File: src/design/kpsce_pkg.sv
// Shared constants, types and helpers for the keypad scan and code entry block.
package kpsce_pkg;

  localparam int ROWS     = 4;
  localparam int COLS     = 3;
  localparam int CODE_LEN = 4;

  localparam int MATRIX_W = 12;
  localparam int KEY_W    = 4;
  localparam int GAP_W    = 8;
  localparam int DIGITS_W = 16;
  localparam int SLOTS    = DIGITS_W / KEY_W;
  localparam int CNT_W    = 3;
  localparam int POS_W    = (CODE_LEN > 1) ? $clog2(CODE_LEN) : 1;
  localparam int COL_W    = (COLS > 1) ? $clog2(COLS) : 1;

  localparam int QDEPTH   = 2;
  localparam int QPTR_W   = (QDEPTH > 1) ? $clog2(QDEPTH) : 1;
  localparam int QCNT_W   = $clog2(QDEPTH + 1);

  localparam int CFG_IDX_W  = 2;
  localparam int CFG_DATA_W = 8;

  localparam logic [KEY_W-1:0] EMPTY_SLOT = 4'hF;
  localparam logic [KEY_W-1:0] NO_KEY     = 4'hF;
  localparam logic [GAP_W-1:0] GAP_MAX    = 8'hFF;

  localparam logic [GAP_W-1:0] RESET_REPEAT_GAP = 8'd50;
  localparam logic [KEY_W-1:0] RESET_CLEAR_KEY  = 4'd11;
  localparam logic [KEY_W-1:0] RESET_ENTER_KEY  = 4'd9;

  typedef enum logic [CFG_IDX_W-1:0] {
    CFG_REPEAT_GAP = 2'd0,
    CFG_CLEAR_KEY  = 2'd1,
    CFG_ENTER_KEY  = 2'd2
  } cfg_reg_e;

  typedef struct packed {
    logic [GAP_W-1:0] repeat_gap;
    logic [KEY_W-1:0] clear_key;
    logic [KEY_W-1:0] enter_key;
  } cfg_t;

  // First and second rows that carry a pressed column, as key indices.
  typedef struct packed {
    logic             any0;
    logic [KEY_W-1:0] key0;
    logic             any1;
    logic [KEY_W-1:0] key1;
  } scan_t;

  function automatic logic [COL_W-1:0] top_col(input logic [COLS-1:0] bits);
    logic [COL_W-1:0] pos;
    pos = '0;
    for (int k = 0; k < COLS; k++) begin
      if (bits[k]) begin
        pos = COL_W'(k);
      end
    end
    return pos;
  endfunction

endpackage

File: src/design/kpsce_front.sv
// Front end: classify one poll into its first and second pressed rows.
module kpsce_front (
  input  logic [kpsce_pkg::MATRIX_W-1:0] key_matrix,
  output kpsce_pkg::scan_t               scan
);

  always_comb begin
    logic [kpsce_pkg::COLS-1:0]  bits;
    logic [kpsce_pkg::KEY_W-1:0] key;
    scan = '0;
    for (int r = 0; r < kpsce_pkg::ROWS; r++) begin
      bits = key_matrix[r*kpsce_pkg::COLS +: kpsce_pkg::COLS];
      key  = kpsce_pkg::KEY_W'(r * kpsce_pkg::COLS)
           + kpsce_pkg::KEY_W'(kpsce_pkg::top_col(bits));
      if (bits != '0) begin
        if (!scan.any0) begin
          scan.any0 = 1'b1;
          scan.key0 = key;
        end else if (!scan.any1) begin
          scan.any1 = 1'b1;
          scan.key1 = key;
        end
      end
    end
  end

endmodule

File: src/design/kpsce_queue.sv
// Two-entry queue of classified polls between the front and back ends.
module kpsce_queue (
  input  logic             clk,
  input  logic             rst_n,
  input  logic             push,
  input  kpsce_pkg::scan_t push_data,
  output logic             full,
  input  logic             pop,
  output logic             head_valid,
  output kpsce_pkg::scan_t head_data
);

  kpsce_pkg::scan_t                  mem_r [kpsce_pkg::QDEPTH];
  logic [kpsce_pkg::QPTR_W-1:0]      wr_ptr_r, wr_ptr_nxt;
  logic [kpsce_pkg::QPTR_W-1:0]      rd_ptr_r, rd_ptr_nxt;
  logic [kpsce_pkg::QCNT_W-1:0]      count_r, count_nxt;

  assign full       = (count_r == kpsce_pkg::QCNT_W'(kpsce_pkg::QDEPTH));
  assign head_valid = (count_r != '0);
  assign head_data  = mem_r[rd_ptr_r];

  always_comb begin
    wr_ptr_nxt = wr_ptr_r;
    rd_ptr_nxt = rd_ptr_r;
    count_nxt  = count_r;
    if (push) begin
      wr_ptr_nxt = (wr_ptr_r == kpsce_pkg::QPTR_W'(kpsce_pkg::QDEPTH - 1)) ? '0
                 : wr_ptr_r + 1'b1;
    end
    if (pop) begin
      rd_ptr_nxt = (rd_ptr_r == kpsce_pkg::QPTR_W'(kpsce_pkg::QDEPTH - 1)) ? '0
                 : rd_ptr_r + 1'b1;
    end
    if (push && !pop) begin
      count_nxt = count_r + 1'b1;
    end else if (pop && !push) begin
      count_nxt = count_r - 1'b1;
    end
  end

  always_ff @(posedge clk) begin
    if (!rst_n) begin
      wr_ptr_r <= '0;
      rd_ptr_r <= '0;
      count_r  <= '0;
    end else begin
      wr_ptr_r <= wr_ptr_nxt;
      rd_ptr_r <= rd_ptr_nxt;
      count_r  <= count_nxt;
    end
  end

  always_ff @(posedge clk) begin
    if (push) begin
      mem_r[wr_ptr_r] <= push_data;
    end
  end

endmodule

File: src/design/kpsce_back.sv
// Back end: repeat suppression, code store and the registered result word.
module kpsce_back (
  input  logic                                clk,
  input  logic                                rst_n,
  input  kpsce_pkg::cfg_t                     cfg,
  input  logic                                head_valid,
  input  kpsce_pkg::scan_t                    head_data,
  output logic                                pop,
  output logic                                out_valid,
  input  logic                                out_ready,
  output logic                                out_key_valid,
  output logic [kpsce_pkg::KEY_W-1:0]         out_key_index,
  output logic                                out_code_changed,
  output logic [kpsce_pkg::CNT_W-1:0]         out_entered_count,
  output logic [kpsce_pkg::DIGITS_W-1:0]      out_code_digits
);

  logic [kpsce_pkg::KEY_W-1:0] last_key_r, last_key_nxt;
  logic [kpsce_pkg::GAP_W-1:0] idle_r, idle_nxt;
  logic [kpsce_pkg::KEY_W-1:0] store_r [kpsce_pkg::CODE_LEN];
  logic [kpsce_pkg::KEY_W-1:0] store_nxt [kpsce_pkg::CODE_LEN];
  logic [kpsce_pkg::CNT_W-1:0] pos_r, pos_nxt;
  logic                        out_valid_r;
  logic                        key_valid_r, key_valid_nxt;
  logic [kpsce_pkg::KEY_W-1:0] key_index_r, key_index_nxt;
  logic                        changed_r, changed_nxt;
  logic [kpsce_pkg::DIGITS_W-1:0] digits_r, digits_nxt;

  assign pop               = head_valid && (!out_valid_r || out_ready);
  assign out_valid         = out_valid_r;
  assign out_key_valid     = key_valid_r;
  assign out_key_index     = key_index_r;
  assign out_code_changed  = changed_r;
  assign out_entered_count = pos_r;
  assign out_code_digits   = digits_r;

  always_comb begin
    logic                        first_new;
    logic                        reported;
    logic [kpsce_pkg::KEY_W-1:0] key;
    first_new = head_data.any0
             && ((head_data.key0 != last_key_r) || (idle_r > cfg.repeat_gap));
    reported  = first_new || head_data.any1;
    key       = first_new ? head_data.key0 : head_data.key1;

    last_key_nxt = last_key_r;
    idle_nxt     = idle_r;
    pos_nxt      = pos_r;
    changed_nxt  = 1'b0;
    for (int i = 0; i < kpsce_pkg::CODE_LEN; i++) begin
      store_nxt[i] = store_r[i];
    end

    if (reported) begin
      last_key_nxt = key;
      idle_nxt     = '0;
      if (key == cfg.clear_key) begin
        for (int i = 0; i < kpsce_pkg::CODE_LEN; i++) begin
          store_nxt[i] = kpsce_pkg::EMPTY_SLOT;
        end
        pos_nxt     = '0;
        changed_nxt = 1'b1;
      end else if (pos_r < kpsce_pkg::CNT_W'(kpsce_pkg::CODE_LEN)
                   && key != cfg.enter_key) begin
        store_nxt[pos_r[kpsce_pkg::POS_W-1:0]] = key;
        pos_nxt     = pos_r + 1'b1;
        changed_nxt = 1'b1;
      end
    end else if (head_data.any0) begin
      // held key: count cleared, then one idle poll counted
      idle_nxt = kpsce_pkg::GAP_W'(1);
    end else if (idle_r <= cfg.repeat_gap && idle_r != kpsce_pkg::GAP_MAX) begin
      idle_nxt = idle_r + 1'b1;
    end

    key_valid_nxt = reported;
    key_index_nxt = reported ? key : '0;

    digits_nxt = '0;
    for (int i = 0; i < kpsce_pkg::SLOTS; i++) begin
      if (i < kpsce_pkg::CODE_LEN) begin
        digits_nxt[i*kpsce_pkg::KEY_W +: kpsce_pkg::KEY_W] = store_nxt[i];
      end else begin
        digits_nxt[i*kpsce_pkg::KEY_W +: kpsce_pkg::KEY_W] = kpsce_pkg::EMPTY_SLOT;
      end
    end
  end

  always_ff @(posedge clk) begin
    if (!rst_n) begin
      out_valid_r <= 1'b0;
      last_key_r  <= kpsce_pkg::NO_KEY;
      idle_r      <= '0;
      pos_r       <= '0;
      for (int i = 0; i < kpsce_pkg::CODE_LEN; i++) begin
        store_r[i] <= kpsce_pkg::EMPTY_SLOT;
      end
    end else begin
      if (pop) begin
        out_valid_r <= 1'b1;
        last_key_r  <= last_key_nxt;
        idle_r      <= idle_nxt;
        pos_r       <= pos_nxt;
        for (int i = 0; i < kpsce_pkg::CODE_LEN; i++) begin
          store_r[i] <= store_nxt[i];
        end
      end else if (out_ready) begin
        out_valid_r <= 1'b0;
      end
    end
  end

  always_ff @(posedge clk) begin
    if (pop) begin
      key_valid_r <= key_valid_nxt;
      key_index_r <= key_index_nxt;
      changed_r   <= changed_nxt;
      digits_r    <= digits_nxt;
    end
  end

endmodule

File: src/design/keypad_scan_code_entry.sv
// Top level: keypad poll scanner with repeat suppression and code entry store.
// An accepted poll is stored in the queue, then registered in the back end's out_* word.
// Throughput: one poll per cycle while out_ready stays high; a full queue drops in_ready.
// A two-entry queue between front and back absorbs a stalled output for two words.
// Reset (rst_n low, synchronous): queue and output emptied, last key none, idle count 0,
// code store all empty, configuration back to gap 50, clear key 11, enter key 9.
module keypad_scan_code_entry (
  input  logic                                 clk,
  input  logic                                 rst_n,
  // poll input
  input  logic                                 in_valid,
  output logic                                 in_ready,
  input  logic [kpsce_pkg::MATRIX_W-1:0]       in_key_matrix,
  // result output
  output logic                                 out_valid,
  input  logic                                 out_ready,
  output logic                                 out_key_valid,
  output logic [kpsce_pkg::KEY_W-1:0]          out_key_index,
  output logic                                 out_code_changed,
  output logic [kpsce_pkg::CNT_W-1:0]          out_entered_count,
  output logic [kpsce_pkg::DIGITS_W-1:0]       out_code_digits,
  // configuration writes
  input  logic                                 cfg_valid,
  output logic                                 cfg_ready,
  input  logic [kpsce_pkg::CFG_IDX_W-1:0]      cfg_index,
  input  logic [kpsce_pkg::CFG_DATA_W-1:0]     cfg_data
);

  kpsce_pkg::cfg_t  cfg_r, cfg_nxt;
  kpsce_pkg::scan_t front_scan;
  kpsce_pkg::scan_t head_data;
  logic             q_full;
  logic             head_valid;
  logic             q_pop;
  logic             in_fire;

  // Configuration is always accepted; unknown indexes are dropped.
  assign cfg_ready = 1'b1;

  always_comb begin
    cfg_nxt = cfg_r;
    if (cfg_valid) begin
      case (cfg_index)
        kpsce_pkg::CFG_REPEAT_GAP: cfg_nxt.repeat_gap = cfg_data;
        kpsce_pkg::CFG_CLEAR_KEY:  cfg_nxt.clear_key  = cfg_data[kpsce_pkg::KEY_W-1:0];
        kpsce_pkg::CFG_ENTER_KEY:  cfg_nxt.enter_key  = cfg_data[kpsce_pkg::KEY_W-1:0];
        default:                   cfg_nxt = cfg_r;
      endcase
    end
  end

  always_ff @(posedge clk) begin
    if (!rst_n) begin
      cfg_r.repeat_gap <= kpsce_pkg::RESET_REPEAT_GAP;
      cfg_r.clear_key  <= kpsce_pkg::RESET_CLEAR_KEY;
      cfg_r.enter_key  <= kpsce_pkg::RESET_ENTER_KEY;
    end else begin
      cfg_r <= cfg_nxt;
    end
  end

  // Front: take a poll whenever the queue has room and classify its rows.
  assign in_ready = !q_full;
  assign in_fire  = in_valid && in_ready;

  kpsce_front u_front (
    .key_matrix (in_key_matrix),
    .scan       (front_scan)
  );

  // Queue: hold classified words while the back end is stalled.
  kpsce_queue u_queue (
    .clk        (clk),
    .rst_n      (rst_n),
    .push       (in_fire),
    .push_data  (front_scan),
    .full       (q_full),
    .pop        (q_pop),
    .head_valid (head_valid),
    .head_data  (head_data)
  );

  // Back: decide the report, update the code store, register the result word.
  kpsce_back u_back (
    .clk               (clk),
    .rst_n             (rst_n),
    .cfg               (cfg_r),
    .head_valid        (head_valid),
    .head_data         (head_data),
    .pop               (q_pop),
    .out_valid         (out_valid),
    .out_ready         (out_ready),
    .out_key_valid     (out_key_valid),
    .out_key_index     (out_key_index),
    .out_code_changed  (out_code_changed),
    .out_entered_count (out_entered_count),
    .out_code_digits   (out_code_digits)
  );

  // A full queue only happens behind a stalled result word.
  a_full_needs_stall: assert property (@(posedge clk) disable iff (!rst_n)
    !in_ready |-> out_valid)
    else $error("queue full without a pending result");

  a_idle_key_zero: assert property (@(posedge clk) disable iff (!rst_n)
    out_valid && !out_key_valid |-> out_key_index == '0)
    else $error("key index set without a reported key");

  a_change_needs_key: assert property (@(posedge clk) disable iff (!rst_n)
    out_valid && out_code_changed |-> out_key_valid)
    else $error("code store changed without a reported key");

  a_count_bound: assert property (@(posedge clk) disable iff (!rst_n)
    out_valid |-> out_entered_count <= kpsce_pkg::CNT_W'(kpsce_pkg::CODE_LEN))
    else $error("entered count beyond code length");

endmodule
File: config.mk
export PLATFORM = sky130hd
export DESIGN_NAME = keypad_scan_code_entry
export DESIGN_NICKNAME = d
export VERILOG_FILES = /design/src/design/kpsce_pkg.sv /design/src/design/kpsce_front.sv /design/src/design/kpsce_queue.sv /design/src/design/kpsce_back.sv /design/src/design/keypad_scan_code_entry.sv
export SDC_FILE = /design/constraint.sdc
export NUM_CORES = 1
export LEC_CHECK = 0
export BUFFER_PORTS_ARGS = -buffer_cell sky130_fd_sc_hd__buf_2
export CAP_MARGIN = 25
export CORE_MARGIN = 3
export CORE_UTILIZATION = 53
export DETAILED_ROUTE_END_ITERATION = 10
export MAX_ROUTING_LAYER = met4
export PLACE_DENSITY = 0.76
export RECOVER_POWER = 50
export SYNTH_ARGS = -nofsm -noshare
export SYNTH_HDL_FRONTEND = slang
export SYNTH_HIERARCHICAL = 1
export SYNTH_SLANG_ARGS = --single-unit
File: constraint.sdc
create_clock -name clk -period 3.6 [get_ports clk]
set_input_delay 0.18 -clock clk [delete_from_list [all_inputs] [get_ports clk]]
set_output_delay 0.18 -clock clk [all_outputs]
set_load 0.005 [all_outputs]
**Yosys cells after proc, flatten, opt, wreduce, memory -nomap -nowiden**

Memories as Yosys holds them, arrays and structs flattened. A register that Yosys moved wholly into a read port is not among the register bits.
Index checks and enable logic that the tools add are counted.

- Input bits: 27
- Bits in registers: 58
- Memory bits (read-only): 0
- Bits in writable memories: 36
- Bits in latches: 0
- Memories: 2

Memory list:

| name | depth | bits a word | read ports | clocked after memory_dff | wr ports | line | text |
|---|---|---|---|---|---|---|---|
| u_queue.mem_r | 2 | 10 | 1 | 1 | 1 | kpsce_queue.sv:13 | `kpsce_pkg::scan_t mem_r [kpsce_pkg::QDEPTH];` |
| u_back.store_r | 4 | 4 | 4 | 0 | 4 | kpsce_back.sv:20 | `logic [kpsce_pkg::KEY_W-1:0] store_r [kpsce_pkg::CODE_LEN];` |

- Equality and inequality tests: 7
- Order comparisons: 5
- Bitwise gates (word level): 5
- Divide/modulo/power cells: 0
- Multiplexer cells: 53
- $mul: 0
- Shifts and indexed selects: 0
- Reduce and logical (&&, ||, !) cells: 31
- Add/subtract/negate cells: 9

Operator list:

| operator | count |
|---|---|
| 16-bit 2-to-1 mux | 3 |
| 4-bit 2-to-1 mux | 12 |
| 10-bit 2-to-1 mux | 4 |
| 8-bit 2-to-1 mux | 3 |
| 1-bit 2-to-1 mux | 18 |
| 16-bit bitwise mux | 1 |
| 5-bit 2-to-1 mux | 3 |
| 3-bit nonzero test | 5 |
| 2-bit 2-to-1 mux | 6 |
| 2-bit AND reduction | 5 |
| 8-bit by 1-bit adder with 8-bit output (second input constant) | 1 |
| 4-bit demux with 2-bit select | 1 |
| 8-bit greater-than comparator | 1 |
| 8-bit less-or-equal comparator | 1 |
| 1-bit logical AND | 8 |
| 4-bit inequality test | 2 |
| 8-bit inequality test (second input constant) | 1 |
| 2-bit nonzero test | 4 |
| 3-bit 2-to-1 mux | 2 |
| 3-bit by 2-bit adder with 4-bit output (first input constant) | 1 |
| 4-bit by 2-bit adder with 4-bit output (first input constant) | 1 |
| 2-bit == test (second input constant) | 2 |
| 4-bit == test | 1 |
| 1-bit zero test | 4 |
| other kinds (14) | 20 |

**Depth between registers and ports, before layout**

- Word-level depth: 12
- Mapped depth: 12

**Modules after synthesis**

The synthesis kept the hierarchy.

Modules (own cells, without submodules):

| module | area an instance (um^2) | cells an instance | instances |
|---|---|---|---|
| kpsce_back | 3,214.3 | 289 | 1 |
| kpsce_queue | 939.7 | 53 | 1 |
| keypad_scan_code_entry | 693.2 | 70 | 1 |
| kpsce_front | 355.3 | 59 | 1 |

**Worst setup path before layout**

OpenSTA, ideal clock, no wires.

- Path type: register to register
- From: register (tool-made name)
- To: register u_back.digits_r, in the netlist u_back/out_code_digits[13] (data pin)
- Stages on the path, launching flop included: 12
- Library setup time: 0.256 ns
- Required time: 3.344 ns
- Arrival time: 3.170 ns
- Slack: 0.173 ns
- Path through: dfxtp_1 buf_2 mux2_2 xor2_1 or4_4 and4b_4 a2111oi_4 or2_1 a311oi_2 buf_6 nand3_4 o22a_1

RTL lines:

| element | line | text |
|---|---|---|
| end signal: assignment | kpsce_back.sv:118 | `digits_r <= digits_nxt;` |
| end: declaration | kpsce_back.sv:27 | `logic [kpsce_pkg::DIGITS_W-1:0] digits_r, digits_nxt;` |

==> run_results.csv <==
group,metric,value,unit
global_routing,antenna_found_initial,0,
global_routing,grt_max_degree,43,
outcome,failed_checks,"capacitance limit, slew limit",
yosys,yosys.area.top_type_share,33.48,%
power,seq_power_share,41.2,%
clocking,htreeDepth,3,
clocking,worstSkewPairLatency,0.36,ns
sta,fmax,0.2914,GHz
floorplanning,initial_utilization,55.51,%
setup_path,critical-path-top-delay-family,"simple AND/OR/NAND/NOR gates",
placed_design,dp_slack,0.06380,ns
setup_path,criticalPathCategory,"reg2reg",
yosys,syn_area_per_cell,11.05,sq um
setup_path,crit_path_end_kind,"flop",
floorplanning,row_count,35,
global_routing,overflow,0,
sta,worstMarginPinSlew,1.642,ns
setup_path,critPathRequiredTime,3.71,ns
yosys,synth_edf_count,58,
setup_path,path_max_fanout,13,
power,intPower,0.002283,W
sta,hold_viol,0,
detailed_routing,drtPass1Iterations,5,
yosys,syn_area,5202,sq um
power,p_clk_share,18.1,%
setup_path,path_buf_inv,2,
sta,slew_headroom,-9.498,%
global_routing,grt_pass1_wl,17.89,mm
cells_and_area,fill_cells,798,
detailed_routing,vias,3948,
sta,finalClockSkew,0.01285,ns
detailed_routing,ant_nets,0,
clocking,cts_tree,"built",
placed_design,finalWeightedCongestion,0.8921,
yosys,yosys.cell_types.count,82,
yosys,synth_area_leaders,"edfxtp_1 33%, dfxtp_1 14%, ha_1 3.4%",
detailed_routing,wl_per_cell,16.35,um
setup_path,arrival,3.54,ns
cells_and_area,drive_gt1_share,20.26,%
clocking,path_clk_slew,0.10,ns
clocking,post_cts_buffers,0,
sta,fin_crit,3.432,ns
floorplanning,die_y,105.1,um
sta,setup-tns-final,0,ns
yosys,synth-main-ff-cell,"edfxtp_1",
power,comb_power_share,40.6,%
yosys,synthCells,471,
yosys,ys_seq_elements,95,
clocking,cts_buffers,9,
cells_and_area,area_growth,11.59,%
floorplanning,die_area,11040,sq um
cells_and_area,stdcell_count,667,
detailed_routing,drt-total-wl,10.91,mm
sta,min_period_over_period,95.32,%
placed_design,hpwl,7.862,mm
sta,slew_violations,43,
setup_path,start_kind,"flop",
yosys,async_flop_share,0,%
detailed_routing,drt_iter0_markers,205,
yosys,yosys_warnings,6,
worst_hold_path,min_path_type,"in2reg",
outcome,status,"finished with violations",
placed_design,placed_cells_incl_taps,651,
floorplanning,die_x,105.1,um
setup_path,cpPeakStageDelay,0.46,ns
clocking,cts_buffer_depth,2,
yosys,ys_seq_area_share,47.72,%
detailed_routing,drc,0,
floorplanning,ios,55,
clocking,root_buffer,"clkbuf_8",
setup_path,worstPathCellList,"buf_4, mux2_2, xor2_1, or4_4, and4b_4, nor2_2, nor2_2, inv_1, a22o_4, o32a_2",
job,cap_violations,1,
sta,setup_viol,0,
floorplanning,core,9371,sq um
clocking,clock-sinks,95,
power,finalPower,0.003624,W
power,leakage,2.080,nW
yosys,synth_nets,512,
setup_path,worst_path_most_repeated_cell,"nor2_2",
sta,rsz0062_at_grt,"no",
setup_path,critPathSlowestCell,"or4_4",
placed_design,portBuffers,53,
yosys,synth.most_common_cell,"edfxtp_1",
cells_and_area,finish.net_count,574,
sta,setup_ws,0.1684,ns
power,p_sw,0.001341,W
yosys,synth_top_area_cell,"edfxtp_1",
detailed_routing,avgViaCountPerCell,5.919,
power,switching_share,37.00,%
cells_and_area,antenna_cells,0,
power,power_density,624.3,nW/um^2
global_routing,grtUsageTotal,20.44,%
global_routing,grt_pass1_vias,3782,
clocking,hold_buffers,0,
power,vdd_ir_drop_max,348.8,uV
yosys,ys_top_cells_by_count,"58 x edfxtp_1, 42 x nand2_1, 37 x dfxtp_1, 32 x inv_1, 29 x nor2_1",
## layout make-up
| type | count | area (sq um) | area share (%) |
|---|---|---|---|
| Inverter | 32 | 120.1 | 2.069 |
| Sequential cell | 95 | 2486 | 42.82 |
| Timing Repair Buffer | 66 | 339.1 | 5.841 |
| Clock inverter | 6 | 56.30 | 0.9698 |
| Multi-Input combinational cell | 329 | 2505 | 43.15 |
| Clock buffer | 10 | 137.6 | 2.371 |
| Tap cell | 129 | 161.4 | 2.780 |
## metrics by stage
stage               cell area (sq um)  hold WS (ns)  utilization, %
detailed placement               5627        0.4465           60.04
CTS                              5821       0.06114           62.11
global placement                 5627        0.4334           60.04
floorplan                        5202        0.2975               -
global route                     5806       0.06898           61.95
finish                           5806       0.07580           61.95
## worst paths after layout
kind | startpoint | endpoint | slack (ns) | cells after the start
max reg2reg | flop | u_back/store_r[2][1]$_SDFFCE_PN1P_ | 0.17 | 10
min | cfg_data[7] | cfg_r[15]$_SDFFE_PN0P_ | 0.08 | 3
max | flop | u_back/store_r[2][1]$_SDFFCE_PN1P_ | 0.17 | 10
min reg2reg | cfg_r[10]$_SDFFE_PN0P_ | cfg_r[10]$_SDFFE_PN0P_ | 0.47 | 2
## cells by family (layout without fill, tap and decap cells)
logic type                 Yosys count  in the layout  share of synthesized area (%)
AOI/OAI and AO/OA                  120            120                          20.30
adders and majority gates           15             15                          3.559
other                                1              1                        0.07208
xor gates and xnor gates            17             17                          2.862
and+or+nand+nor                    151            151                          16.21
muxes                               25             25                          5.050
buffers and inverters               47            114                          4.233
DFF                                 95             95                          47.72
## flip-flops by register name, summed over array words and instances (netlist names), named ones only
| signal | flops |
|---|---|
| u_queue/count_r | 2 |
| u_back/out_entered_count | 3 |
| u_back/store_r | 16 |
| u_back/out_code_changed | 1 |
| u_back/out_valid | 1 |
| u_back/out_key_index | 4 |
| u_back/idle_r | 8 |
| cfg_r | 16 |
| u_back/out_code_digits | 16 |
| u_queue/mem_r | 20 |
| u_back/last_key_r | 4 |
| u_back/out_key_valid | 1 |
| u_queue/rd_ptr_r | 1 |
| u_queue/wr_ptr_r | 1 |
## tightest hold or removal path: cells and delay by family
family,cells,cell delay [ns]
buffers and inverters,1,0.09
AND/OR/NAND/NOR,1,0.05
multiplexers,1,0.06
## power by group through the flow
stage / Sequential (W) / Clock [W] / Combinational (W)
after floorplan: 0.00151 / 0 / 0.00103
after global placement: 0.00152 / 0 / 0.00143
after detailed placement: 0.00152 / 0 / 0.00145
after CTS: 0.00149 / 0.000678 / 0.00147
after global routing: 0.00152 / 0.000710 / 0.00162
final: 0.00149 / 0.000657 / 0.00147
## per-layer routing
| metal | GRT usage [%] | share of wire [%] | vias to the layer above |
|---|---|---|---|
| met5 | - | 0 | - |
| met4 | 8.060 | 2.1 | 0 |
| met3 | 2.841 | 5.7 | 23 |
| met2 | 32.54 | 48 | 138 |
| met1 | 26.52 | 44 | 1880 |
| li1 | - | - | 1907 |
## cell usage in the layout (no fill, tap or decap), types with 6 or more instances in the layout
cell type   n
a21oi_1     8
or3_1       7
o22a_1     13
a32oi_1     7
inv_1      32
mux2_2     10
ha_1       14
and2_1      9
clkbuf_1   17
nor2_1     28
nand3_1     7
buf_4      12
nor3_1      8
edfxtp_1   58
a22oi_1     6
o211ai_1    7
buf_2      37
clkbuf_8   10
nand2_1    42
o32a_1     10
o21ai_0    11
mux2i_1    15
dfxtp_1    36
xor2_1     12
nor2b_1    14
## repair_timing
| action | CTS | global route |
|---|---|---|
| endpoints found under the setup margin | 0 | 29 |
| gates resized for setup | 0 | 6 |
| hold endpoints to repair | 0 | 0 |
Power figures use the tool's default switching activity.
